### config.mk
export PLATFORM = sky130hd
export DESIGN_NAME = salc_way_sel
export DESIGN_NICKNAME = d
export VERILOG_FILES = /design/src/hdl/salc_way_sel.sv
export SDC_FILE = /design/constraint.sdc
export NUM_CORES = 1
export LEC_CHECK = 0
export ABC_AREA = 1
export BUFFER_PORTS_ARGS = -buffer_cell sky130_fd_sc_hd__clkbuf_2
export CORE_AREA = 2 2 116 118
export DETAILED_ROUTE_END_ITERATION = 16
export DIE_AREA = 0 0 118 120
export PLACE_DENSITY = 0.66
export SLEW_MARGIN = 20
export SYNTH_ARGS = -nofsm -noshare
export SYNTH_HDL_FRONTEND = slang
export SYNTH_SLANG_ARGS = --single-unit
### constraint.sdc
create_clock -name vclk -period 7.44
set_input_delay 1.488 -clock vclk [all_inputs]
set_output_delay 1.488 -clock vclk [all_outputs]
set_load 0.02 [all_outputs]
### src/hdl/salc_way_sel.sv
// ----------------------------------------------------------------------------
// salc_way_sel
// Tag match, victim choice and LRU rank update for one set row.
// ----------------------------------------------------------------------------
`timescale 1ns / 1ps
`default_nettype none

module salc_way_sel #(
    parameter int MAX_WAYS = 4,
    parameter int TAG_W    = 30,
    parameter int WIW      = 2,
    parameter int WCW      = 3
) (
    input  wire logic [MAX_WAYS-1:0]            i_valid,
    input  wire logic [MAX_WAYS-1:0][WIW-1:0]   i_rank,
    input  wire logic [MAX_WAYS-1:0][TAG_W-1:0] i_tags,
    input  wire logic [TAG_W-1:0]               i_tag,
    input  wire logic [WCW-1:0]                 i_ways,
    output      logic                           o_hit,
    output      logic [WIW-1:0]                 o_way,
    output      logic [MAX_WAYS-1:0]            o_valid,
    output      logic [MAX_WAYS-1:0][WIW-1:0]   o_rank,
    output      logic [MAX_WAYS-1:0][TAG_W-1:0] o_tags
);

    logic [MAX_WAYS-1:0] used;
    logic [MAX_WAYS-1:0] match;
    logic [MAX_WAYS-1:0] empty;
    logic [MAX_WAYS-1:0] oldest;
    logic [MAX_WAYS-1:0] pick;
    logic [WIW-1:0]      way_rank;

    always_comb begin
        for (int w = 0; w < MAX_WAYS; w++) begin
            used[w]   = (WCW'(w) < i_ways);
            match[w]  = used[w] && i_valid[w] && (i_tags[w] == i_tag);
            empty[w]  = used[w] && !i_valid[w];
            // ranks of the ways in use form a permutation, so rank zero is the LRU way
            oldest[w] = used[w] && (i_rank[w] == '0);
        end
        o_hit = |match;
        if (o_hit) begin
            pick = match;
        end else if (|empty) begin
            pick = empty;
        end else begin
            pick = oldest;
        end
        // lowest way wins
        o_way = '0;
        for (int w = MAX_WAYS - 1; w >= 0; w--) begin
            if (pick[w]) begin
                o_way = WIW'(w);
            end
        end
    end

    assign way_rank = i_rank[o_way];

    always_comb begin
        o_valid = i_valid;
        o_tags  = i_tags;
        for (int w = 0; w < MAX_WAYS; w++) begin
            if (used[w] && (i_rank[w] > way_rank)) begin
                o_rank[w] = i_rank[w] - WIW'(1);
            end else begin
                o_rank[w] = i_rank[w];
            end
        end
        o_rank[o_way]  = WIW'(i_ways - WCW'(1));
        o_valid[o_way] = 1'b1;
        o_tags[o_way]  = i_tag;
    end

endmodule

`default_nettype wire

==> out/results.txt <==
Category of the worst setup path capture point - output port
Yosys warns - 0
Maximum net fanout on the critical path - 11
Total number of nets in the final design - 1,414
Initial antenna violation count - 0
Detailed router's first-iteration violation count - 534
Sequential share of the synthesized area - 0
Rel. slew slack - 0.534
Cell Area, Synth - 0.00419 mm^2
Status - complete, no violations
Share of the clock period used by the worst path - 0.839
DRC violations left - 0
Fraction of the mapped netlist area in simple logic gates - 0.571
Met3 wire length - 1560 um
Hold-fix buffers at CTS - 0
Number of sequential cells - 0
CP Class - in -> out
Commonest non-fill, non-tap cell in the layout - sky130_fd_sc_hd__nand2_1
Vias in the first global route - 5,843
Final Slew Violations - 0
Final HPWL from detailed placement - 17,900 um
Final setup TNS - 0 ps
Core region area - 0.0130 mm^2
Data required, critical path - 5950 ps
Number of post-CTS setup repair buffers - 0
Starting density of the core - 0.323
Routed met2 length - 10,300 um
Highest-delay cell along the critical path - sky130_fd_sc_hd__a211oi_2
Unrepaired setup endpoints after global routing - no
CP Launch Point - i_tag[13]
Slowest stage delay, CP - 380 ps
Worst Slack Setup Final - 1200 ps
Total power after layout - 0.546 mW
Largest net degree at the start of global routing - 65
Number of setup violations in the final report - 0
Power density normalized to cell area - 95.1 mW/mm^2
Worst IR drop on VDD - 0.0000461 V
GRT Overall Usage - 0.284
Share of synthesized cell area in full adder, half adder and majority cells - 0.0239
Area Overhead vs Synth - 37.1%
Clock period minus worst slack - 6240 ps
Clock buffer count in the final layout - 0
Proportion of synthesized area in mux cells - 0
Grt total ovfl - 0
Area of the die - 0.0142 mm^2
Reg area - 0 um^2
Synth Area in Compound Gates - 0.192
Final Routed Wirelength - 21,200 um
Total via count in the routed design - 6,748
Share of final-layout standard cells stronger than drive strength 1 - 0.288
Die boundary height - 120 um
Critical Path Most Common Cell - sky130_fd_sc_hd__nand2_1
Quantity of I/O buffers inserted on ports - 300
Uppermost metal layer occupied by signal nets - met4
Worst min-delay path class - in -> out
Worst Path Arrival - 4750 ps
Family with the most delay on the worst path - simple AND/OR/NAND/NOR gates
Horizontal die dimension - 118 um
Post-synth net total - 1,137
Nature of the critical path startpoint - input pin
Commonest cells after routing, fill and taps aside - sky130_fd_sc_hd__nand2_1, sky130_fd_sc_hd__clkbuf_2, sky130_fd_sc_hd__inv_1
Gate count after technology mapping - 964
Hold slack - 3330 ps
Via count normalized by instance count - 4.77
Post-place setup slack - 1230 ps
Worst Max-Slew Pin Slew - 699 ps
Area share of xor/xnor cells in the synthesized design - 0.0314
Number of distinct standard cells referenced by the synthesized netlist - 25
Routability cong. - 0.938
Sum of buffers and inverters on the critical path - 5
DRT antenna net count - 0
Antenna diode instance count - 0
Iteration count of the initial detailed-routing pass - 5
Path length in cells of the critical path - 27
IO Count - 300
Main combinational cell family by area after synthesis - simple AND/OR/NAND/NOR gates
Final Hold Viols - 0
Worst setup path end - o_rank[6]
Leakage dissipation - 3.90 nW
Number of maximum-capacitance violations - 0
Number of gates given a new drive strength after cts - 0
Average cell area after synthesis - 4.35 um^2
Wire length of the first global-routing pass - 31,900 um
FP Rows - 42
Maximum achievable frequency - 0.160 GHz
DRT met1 WL - 8930 um
Average wire length per cell after detail routing - 15.0 um
[final cells by class]
| type | count | area (um^2) |
|---|---|---|
| fillers | 1585 | 7230 |
| multi-input cells | 787 | 3440 |
| repair buffers | 304 | 1530 |
| inverters | 148 | 558 |
| well taps | 176 | 220 |
[synthesized netlist by cell type]
| cell | number | area share |
|---|---|---|
| sky130_fd_sc_hd__nand2_1 | 475 | 0.43 |
| sky130_fd_sc_hd__inv_1 | 112 | 0.10 |
| sky130_fd_sc_hd__o21ai_1 | 99 | 0.12 |
| sky130_fd_sc_hd__nor2_1 | 87 | 0.078 |
| sky130_fd_sc_hd__o21ai_0 | 53 | 0.063 |
| sky130_fd_sc_hd__inv_2 | 34 | 0.030 |
| sky130_fd_sc_hd__nand3_1 | 27 | 0.032 |
| sky130_fd_sc_hd__buf_2 | 13 | 0.016 |
| sky130_fd_sc_hd__xor2_1 | 13 | 0.027 |
| sky130_fd_sc_hd__ha_1 | 8 | 0.024 |
| sky130_fd_sc_hd__buf_4 | 7 | 0.013 |
| sky130_fd_sc_hd__buf_6 | 7 | 0.019 |
| sky130_fd_sc_hd__nand3_2 | 7 | 0.017 |
| sky130_fd_sc_hd__a21oi_1 | 5 | 0.0060 |
| sky130_fd_sc_hd__nor2_2 | 3 | 0.0045 |
| sky130_fd_sc_hd__clkbuf_1 | 2 | 0.0018 |
| sky130_fd_sc_hd__nand2_4 | 2 | 0.0054 |
| sky130_fd_sc_hd__nand4_1 | 2 | 0.0030 |
| sky130_fd_sc_hd__xnor2_1 | 2 | 0.0042 |
| sky130_fd_sc_hd__a211oi_2 | 1 | 0.0030 |
| sky130_fd_sc_hd__clkinv_1 | 1 | 0.00089 |
| sky130_fd_sc_hd__inv_4 | 1 | 0.0015 |
| sky130_fd_sc_hd__nand2_2 | 1 | 0.0015 |
| sky130_fd_sc_hd__nand3_4 | 1 | 0.0042 |
| sky130_fd_sc_hd__o22ai_1 | 1 | 0.0015 |
[how the worst min path moves through the flow]
stage          startpoint  slack [ps]  depth (start not counted)         end
6_report       i_valid[3]        3330                          4  o_valid[3]
5_1_grt        i_tags[70]        3340                          4  o_tags[70]
4_1_cts        i_valid[3]        3330                          4  o_valid[3]
3_5_place_dp   i_valid[3]        3330                          4  o_valid[3]
3_3_place_gp   i_tags[93]        3320                          4  o_tags[93]
2_1_floorplan  i_valid[0]        3150                          2  o_valid[0]
[layer usage]
| metal | global-route usage | up-vias |
|---|---|---|
| met4 | 0.0520 | 0 |
| met3 | 0.0352 | 28 |
| met2 | 0.515 | 305 |
| met5 | 0 | - |
| met1 | 0.362 | 2916 |
| li1 | - | 3499 |
[power by group]
group	internal (mW)	leakage (nW)	total [mW]	switching, mW
Clock	0	0	0	0
Combinational	0.172	3.90	0.546	0.374
Sequential	0	0	0	0
[logic make-up after synthesis]
logic type	count (synthesis)
buffers and inverters	177
xor gates and xnor gates	15
adders and majority gates	8
AOI/OAI and AO/OA	159
and+or+nand+nor	605
[through the flow]
step | instance area (um^2) | cells | utilization
finish | 5750 | 1415 | 0.443
global route | 5750 | 1415 | 0.443
CTS | 5750 | 1415 | 0.443
detailed placement | 5750 | 1415 | 0.443
global placement | 5750 | 1415 | 0.443
floorplan | 4190 | 964 | -
No activity file was read; power rests on OpenSTA's default activity.
