`src/hdl/salc_ram.sv`:
```
// ----------------------------------------------------------------------------
// salc_ram
// Generic simple dual-port RAM, one write port, registered read.
// ----------------------------------------------------------------------------
`timescale 1ns / 1ps
`default_nettype none

module salc_ram #(
    parameter int WIDTH = 8,
    parameter int DEPTH = 16
) (
    input  wire logic                                     i_clk,
    input  wire logic                                     i_we,
    input  wire logic [((DEPTH > 1) ? $clog2(DEPTH) : 1)-1:0] i_waddr,
    input  wire logic [WIDTH-1:0]                         i_wdata,
    input  wire logic                                     i_re,
    input  wire logic [((DEPTH > 1) ? $clog2(DEPTH) : 1)-1:0] i_raddr,
    output      logic [WIDTH-1:0]                         o_rdata
);

    logic [WIDTH-1:0] r_mem [DEPTH];
    logic [WIDTH-1:0] r_rdata;

    always_ff @(posedge i_clk) begin
        if (i_we) begin
            r_mem[i_waddr] <= i_wdata;
        end
        if (i_re) begin
            r_rdata <= r_mem[i_raddr];
        end
    end

    assign o_rdata = r_rdata;

endmodule

`default_nettype wire

```
`config.mk`:
```
export PLATFORM = sky130hd
export DESIGN_NAME = salc_ram
export DESIGN_NICKNAME = d
export VERILOG_FILES = /design/src/hdl/salc_ram.sv
export SDC_FILE = /design/constraint.sdc
export NUM_CORES = 1
export LEC_CHECK = 0
export ABC_AREA = 1
export BUFFER_PORTS_ARGS = -buffer_cell sky130_fd_sc_hd__buf_2
export CELL_PAD_IN_SITES_DETAIL_PLACEMENT = 0
export CELL_PAD_IN_SITES_GLOBAL_PLACEMENT = 1
export CORE_ASPECT_RATIO = 0.7
export CORE_MARGIN = 2
export CORE_UTILIZATION = 50
export DETAILED_ROUTE_END_ITERATION = 12
export PLACE_DENSITY_LB_ADDON = 0.1
export SLEW_MARGIN = 15
export SYNTH_ARGS = -nofsm -noshare
export SYNTH_HDL_FRONTEND = slang
export SYNTH_SLANG_ARGS = --single-unit
```
`constraint.sdc`:
```
create_clock -name i_clk -period 2.3 [get_ports i_clk]
set_clock_uncertainty 0.2 [all_clocks]
set_input_delay 0.46 -clock i_clk [delete_from_list [all_inputs] [get_ports i_clk]]
set_output_delay 0.46 -clock i_clk [all_outputs]
set_load 0.02 [all_outputs]
```
==> flow_summary.json, run 1 <==
{
  "wirelength_mm": 14.0,
  "place_congestion": 0.808,
  "register_area_um2": 4080,
  "power.leakage_nw": 2.94,
  "setup-violations-final": 0,
  "worstPathRequired_ns": 1.64,
  "critPathMaxStageDelay_ns": 0.44,
  "coreArea_um2": 11200,
  "io_pins": 27,
  "synthTopCellsByArea": "edfxtp_1 70%, nand2_1 11%, nand3_1 8.3%",
  "postCtsSetupBuffers": 0,
  "area_growth_pct": 15.9,
  "yosysTopAreaCellShare": 0.698,
  "fin_util": 0.605,
  "tightest_slew_ns": 0.643,
  "final_common_cell": "nand2_1",
  "drv_cap": 0,
  "place_area_um2": 6180,
  "dp_hpwl_mm": 8.49,
  "start_util": 0.522,
  "period_minus_slack_ns": 1.71,
  "synth_cell_types": 11,
  "total_power_mw": 5.92,
  "grt_start_max_net_pins": 65,
  "die_w_um": 133,
  "h-tree-depth": 4,
  "antennaDiodeCount": 0,
  "regToRegSetupSlack_ns": 0.92,
  "syn_area_um2": 5850,
  "grt_pass1_vias": 3756,
  "hold_class": "input pin to flip-flop",
  "yosysSeqAreaShare": 0.698,
  "drive_above_1_share": 0.124,
  "nFillCells": 925,
  "cts_num_sinks": 136,
  "syn_nets": 570,
  "wire_per_inst_um": 18.4,
  "cts_hold_buf": 0,
  "cts_tree": "done",
  "antenna_found_initial": 0,
  "final_cell_mix": "173 x nand2_1, 136 x edfxtp_1, 100 x inv_1, 97 x nand3_1, 26 x buf_2",
  "setup_ws_ns": 0.593,
  "post-route-period-util": 0.742,
  "grt_pass1_wl_mm": 21.7,
  "drtIter0Drc": 399,
  "hold_start": "i_re",
  "max_freq_mhz": 586,
  "stdcell_area_um2": 6780,
  "max-clock-path-buffers": 2,
  "rsz0062_at_grt": "false",
  "cts-resized-gates": 0,
  "vdd_drop_max_mv": 0.481,
  "dp.cells": 727,
  "maxSlewViolCount": 0,
  "r2r-end": "o_rdata[4]$_DFFE_PP_",
  "nets": 612,
  "sw_frac_of_total": 0.209,
  "port-buffer-count": 26,
  "die-area_um2": 12600,
  "clkTransAtPathRegs_ns": 0.06,
  "critPathTopFamily": "flip-flops",
  "path_cells": "buf_2",
  "hold_viol": 0,
  "vias": 3879,
  "yosysWarnings": 0,
  "ant_nets": 0,
  "powerDensity_nw_per_um2": 874,
  "end_kind": "output pin",
  "numCtsBuffers": 17,
  "viasPerCell": 5.11,
  "p_comb_frac": 0.061,
  "cp-start-kind": "flip-flop",
  "cts_root_buffer": "clkbuf_16",
  "yosysTopAreaCell": "edfxtp_1",
  "multi_input_area_um2": 1210,
  "chipHeight_um": 94.5,
  "path_class": "flip-flop to output pin",
  "fin_hold_ws_ns": 0.229,
  "gr-usage-all-layers": 0.242,
  "ff2ff_path_depth": 6,
  "clockPowerShare": 0.464,
  "critPathArrivalTime_ns": 1.05,
  "fin_setup_tns_ns": 0,
  "pwr-share-seq": 0.475,
  "cp_num_buf_inv": 1,
  "p_int_mw": 4.68,
  "synth-seq-cells": 136,
  "slowest_stage": "edfxtp_1",
  "worstSkewPairLatency_ns": 0.41,
  "min_to": "o_rdata[2]$_DFFE_PP_",
  "power_switching_mw": 1.24,
  "relSlewSlack": 0.571,
  "post-place-ws_ns": 0.377,
  "status": "finished clean",
  "syn-instance-count": 551,
  "firstDrtPassIters": 5,
  "grt-ovfl-total": 0,
  "r2r_start": "r_mem[7][4]$_DFFE_PP_",
  "syn_avg_cell_area_um2": 10.6,
  "cp_max_fo": 1,
  "num_rows": 32,
  "drc": 0,
  "fin_cells": 759,
  "hold-path-cell-count": 1
}
==> flip-flops by register name (all words and copies together), names as in the netlist <==
| register | flops |
|---|---|
| r_mem | 128 |
| o_rdata | 8 |
==> power by group through the flow <==
| stage | logic (mW) | registers [mW] | clock network [mW] |
|---|---|---|---|
| global route | 0.401 | 2.82 | 2.91 |
| finish | 0.358 | 2.81 | 2.75 |
| floorplan | 0.196 | 2.87 | 0 |
| global placement | 0.351 | 2.86 | 0 |
| CTS | 0.359 | 2.81 | 2.80 |
| detailed placement | 0.356 | 2.86 | 0 |
==> cell usage after synthesis <==
cell and n:
inv_1 100, buf_2 13, buf_4 4, edfxtp_1 136, inv_2 2, nor2_1 17
buf_1 1, buf_6 6, nand2_1 173, nand3b_1 2, nand3_1 97
==> metal layers <==
layer | vias up | GRT usage | part of all wire
li1 | 1864 | - | -
met1 | 1857 | 0.357 | 0.47
met2 | 143 | 0.342 | 0.43
met3 | 15 | 0.0773 | 0.091
met4 | 0 | 0.0780 | 0.012
met5 | - | 0 | 0
==> how the worst max path moves through the flow <==
stage	endpoint	slack, ns	from	cells past startpoint
after detailed placement	o_rdata[6]$_DFFE_PP_	0.38	i_raddr[0]	8
after global routing	o_rdata[1]	0.57	o_rdata[1]$_DFFE_PP_	1
after floorplan	r_mem[10][0]$_DFFE_PP_	0.69	i_waddr[2]	2
after CTS	o_rdata[1]	0.57	o_rdata[1]$_DFFE_PP_	1
after global placement	o_rdata[4]$_DFFE_PP_	0.37	i_raddr[0]	8
final	o_rdata[1]	0.59	o_rdata[1]$_DFFE_PP_	1
==> cells by family after synthesis <==
group,Yosys count,share of synthesized area
buffers and inverters,126,0.0939
flip-flops,136,0.698
AND/OR/NAND/NOR,289,0.208
==> final cells by class <==
type                            count  share of cell area
Sequential cell                   136               0.603
Inverter                          102              0.0565
Timing Repair Buffer               47              0.0462
Clock buffer                       20              0.0644
Multi-Input combinational cell    289               0.179
Tap cell                          153              0.0282
Clock inverter                     12              0.0231
==> worst register-to-register path: stages (launching register included) <==
cell	delay [ns]
edfxtp_1	0.36
inv_1	0.06
nand2_1	0.04
nand3_1	0.10
nand3_1	0.14
nand3_1	0.17
nand2_1	0.06
No activity file was read; power rests on OpenSTA's default activity.
==> run 2: changes to the inputs <==
--- a/config.mk
+++ b/config.mk
@@ -5,7 +5,7 @@
 export SDC_FILE = /design/constraint.sdc
 export NUM_CORES = 1
 export LEC_CHECK = 0
-export ABC_AREA = 1
+export ABC_AREA = 0
 export BUFFER_PORTS_ARGS = -buffer_cell sky130_fd_sc_hd__buf_2
 export CELL_PAD_IN_SITES_DETAIL_PLACEMENT = 0
 export CELL_PAD_IN_SITES_GLOBAL_PLACEMENT = 1
==> constraint.sdc (replaced) <==
create_clock -name i_clk -period 1.74 [get_ports i_clk]
set_clock_uncertainty 0.2 [all_clocks]
set_input_delay 0.348 -clock i_clk [delete_from_list [all_inputs] [get_ports i_clk]]
set_output_delay 0.348 -clock i_clk [all_outputs]
set_load 0.02 [all_outputs]
==> run 2 against run 1 <==
Wire length is 29% lower. Worst setup slack worse by 0.50 ns. Via count is 37% lower. Total power is 25% higher. Global-route usage is 4.5 points lower. First-iteration DRC count is 21% lower. Synthesized cell count is 58% lower. Die area is 10% lower. Clock power is 20% higher. Critical endpoint is now o_rdata[3]$_DFFE_PP_. Sequential power is 32% higher. Register-to-register slack worse by 0.83 ns.
==> flow_summary.json, run 2 <==
{
  "status": "finished clean",
  "synth_cell_types": 18,
  "antenna_found_initial": 0,
  "fin_util": 0.616,
  "firstDrtPassIters": 4,
  "fin_hold_ws_ns": 0.109,
  "final_cell_mix": "136 x edfxtp_1, 31 x mux4_2, 29 x buf_4, 26 x buf_2, 17 x clkbuf_16",
  "cts_hold_buf": 0,
  "cp_max_fo": 1,
  "yosysMostFrequentCell": "edfxtp_1",
  "grt_start_max_net_pins": 17,
  "post-route-period-util": 0.947,
  "stdcell_area_um2": 6330,
  "fin_setup_tns_ns": 0,
  "numCtsBuffers": 17,
  "async_reset_ff_frac": 0,
  "die-area_um2": 11300,
  "vdd_drop_max_mv": 0.707,
  "num_rows": 31,
  "max_freq_mhz": 607,
  "maxSlewViolCount": 0,
  "drv_cap": 0,
  "relSlewSlack": 0.455,
  "vias": 2452,
  "dp_hpwl_mm": 6.64,
  "port-buffer-count": 26,
  "setup-violations-final": 0,
  "nFillCells": 719,
  "syn_nets": 248,
  "cts_tree": "done",
  "wirelength_mm": 9.98,
  "yosysTopAreaCellShare": 0.781,
  "period_minus_slack_ns": 1.65,
  "cp-start-kind": "flip-flop",
  "final_common_cell": "edfxtp_1",
  "syn-instance-count": 229,
  "power.leakage_nw": 2.15,
  "antennaDiodeCount": 0,
  "place_congestion": 0.742,
  "cts_num_sinks": 136,
  "syn_avg_cell_area_um2": 22.8,
  "nets": 320,
  "tightest_slew_ns": 0.816,
  "synth_edf_count": 136,
  "synthTopCellsByArea": "edfxtp_1 78%, mux4_2 7.8%, mux4_1 7.0%",
  "grt_pass1_vias": 2431,
  "gr-usage-all-layers": 0.197,
  "viasPerCell": 5.51,
  "hold_class": "input pin to flip-flop",
  "worstPathRequired_ns": 1.70,
  "end_kind": "flip-flop",
  "drive_above_1_share": 0.393,
  "max-clock-path-buffers": 2,
  "chipHeight_um": 89.6,
  "powerDensity_nw_per_um2": 1170,
  "start_util": 0.509,
  "ant_nets": 0,
  "yosysSeqAreaShare": 0.781,
  "yosysWarnings": 0,
  "synthTopCellsByCount": "136 x edfxtp_1, 18 x mux4_2, 16 x a22oi_1, 14 x mux4_1, 13 x nor2_1",
  "rsz0062_at_grt": "false",
  "largest_reg_flops": 128,
  "h-tree-depth": 4,
  "grt_pass1_wl_mm": 15.1,
  "syn_area_um2": 5230,
  "drtIter0Drc": 315,
  "cts_root_buffer": "clkbuf_16",
  "clkTransAtPathRegs_ns": 0.06,
  "synth-seq-cells": 136,
  "drc": 0,
  "die_w_um": 126,
  "synth_top_flop_cell": "edfxtp_1",
  "path_class": "flip-flop to flip-flop",
  "yosysTopAreaCell": "edfxtp_1",
  "register_area_um2": 4080,
  "place_area_um2": 5780,
  "hold_viol": 0,
  "area_growth_pct": 21.0,
  "wire_per_inst_um": 22.4,
  "critPathArrivalTime_ns": 1.60,
  "coreArea_um2": 10300,
  "multi_input_area_um2": 1030,
  "grt-ovfl-total": 0,
  "regMostFlops": "r_mem",
  "worstSkewPairLatency_ns": 0.41,
  "io_pins": 27
}
[run 2: changes by cell type in the layout (fill, tap and decap cells not counted), moves of 4 or more]
cell,before,now
a22oi_1,0,14
buf_12,2,8
inv_1,100,0
nand3_1,97,1
buf_4,19,29
nor2_1,17,13
nand2_1,173,9
mux4_2,0,31
[run 2: path summary, 6_finish.rpt]
kind | startpoint | endpoint | slack (ns) | depth (start not counted)
max | r_mem[3][3]$_DFFE_PP_ | o_rdata[3]$_DFFE_PP_ | 0.09 | 3
min | i_re | o_rdata[0]$_DFFE_PP_ | 0.11 | 1
max reg2reg | r_mem[3][3]$_DFFE_PP_ | o_rdata[3]$_DFFE_PP_ | 0.09 | 3
min reg2reg | r_mem[6][0]$_DFFE_PP_ | o_rdata[0]$_DFFE_PP_ | 0.56 | 3
[run 2: report_power, final]
group | internal [mW] | switching, mW | total [mW] | leakage (nW)
Combinational | 0.187 | 0.219 | 0.406 | 0.650
Sequential | 3.69 | 0.0204 | 3.71 | 1.24
Clock | 2.06 | 1.24 | 3.29 | 0.260
Total | 5.94 | 1.48 | 7.41 | 2.15
[run 2: metrics by stage]
step | power [mW] | std cells | worst slack [ns]
4_1_cts | 7.48 | 445 | 0.0364
2_1_floorplan | 4.00 | 229 | -0.0741
3_5_place_dp | 4.19 | 414 | -0.405
5_1_grt | 7.66 | 445 | 0.0302
6_report | 7.41 | 445 | 0.0930
3_3_place_gp | 4.19 | 414 | -0.388
[run 2: logic make-up after synthesis]
logic type | after synthesis | synth area share
AO/OA/AOI/OAI | 16 | 0.0230
flip-flops | 136 | 0.781
multiplexers | 32 | 0.148
buffers and inverters | 10 | 0.0165
AND/OR/NAND/NOR | 35 | 0.0314
[run 2: routing by layer]
metal | part of all wire | global-route usage | vias up
met3 | 0.068 | 0.0509 | 8
met5 | 0 | 0 | -
li1 | - | - | 1111
met1 | 0.46 | 0.297 | 1260
met2 | 0.46 | 0.279 | 73
met4 | 0.0078 | 0.0779 | 0
[run 2: cell type report]
cell class | count | share of cell area
sequential | 136 | 0.645
clock buffer | 18 | 0.0678
tap | 132 | 0.0261
multi-input combinational | 83 | 0.163
clock inverter | 13 | 0.0178
timing repair buffer | 63 | 0.0803
[run 2: worst max-delay path, cell delays in order, from the launching register on]
cell and delay, ns:
edfxtp_1 0.37, mux4_2 0.48, a22oi_1 0.26, nand2_1 0.08
[run 2: what timing repair did]
action	in CTS	in global routing
endpoints found under the setup margin	0	2
setup buffers	0	0
gates resized for setup	0	2
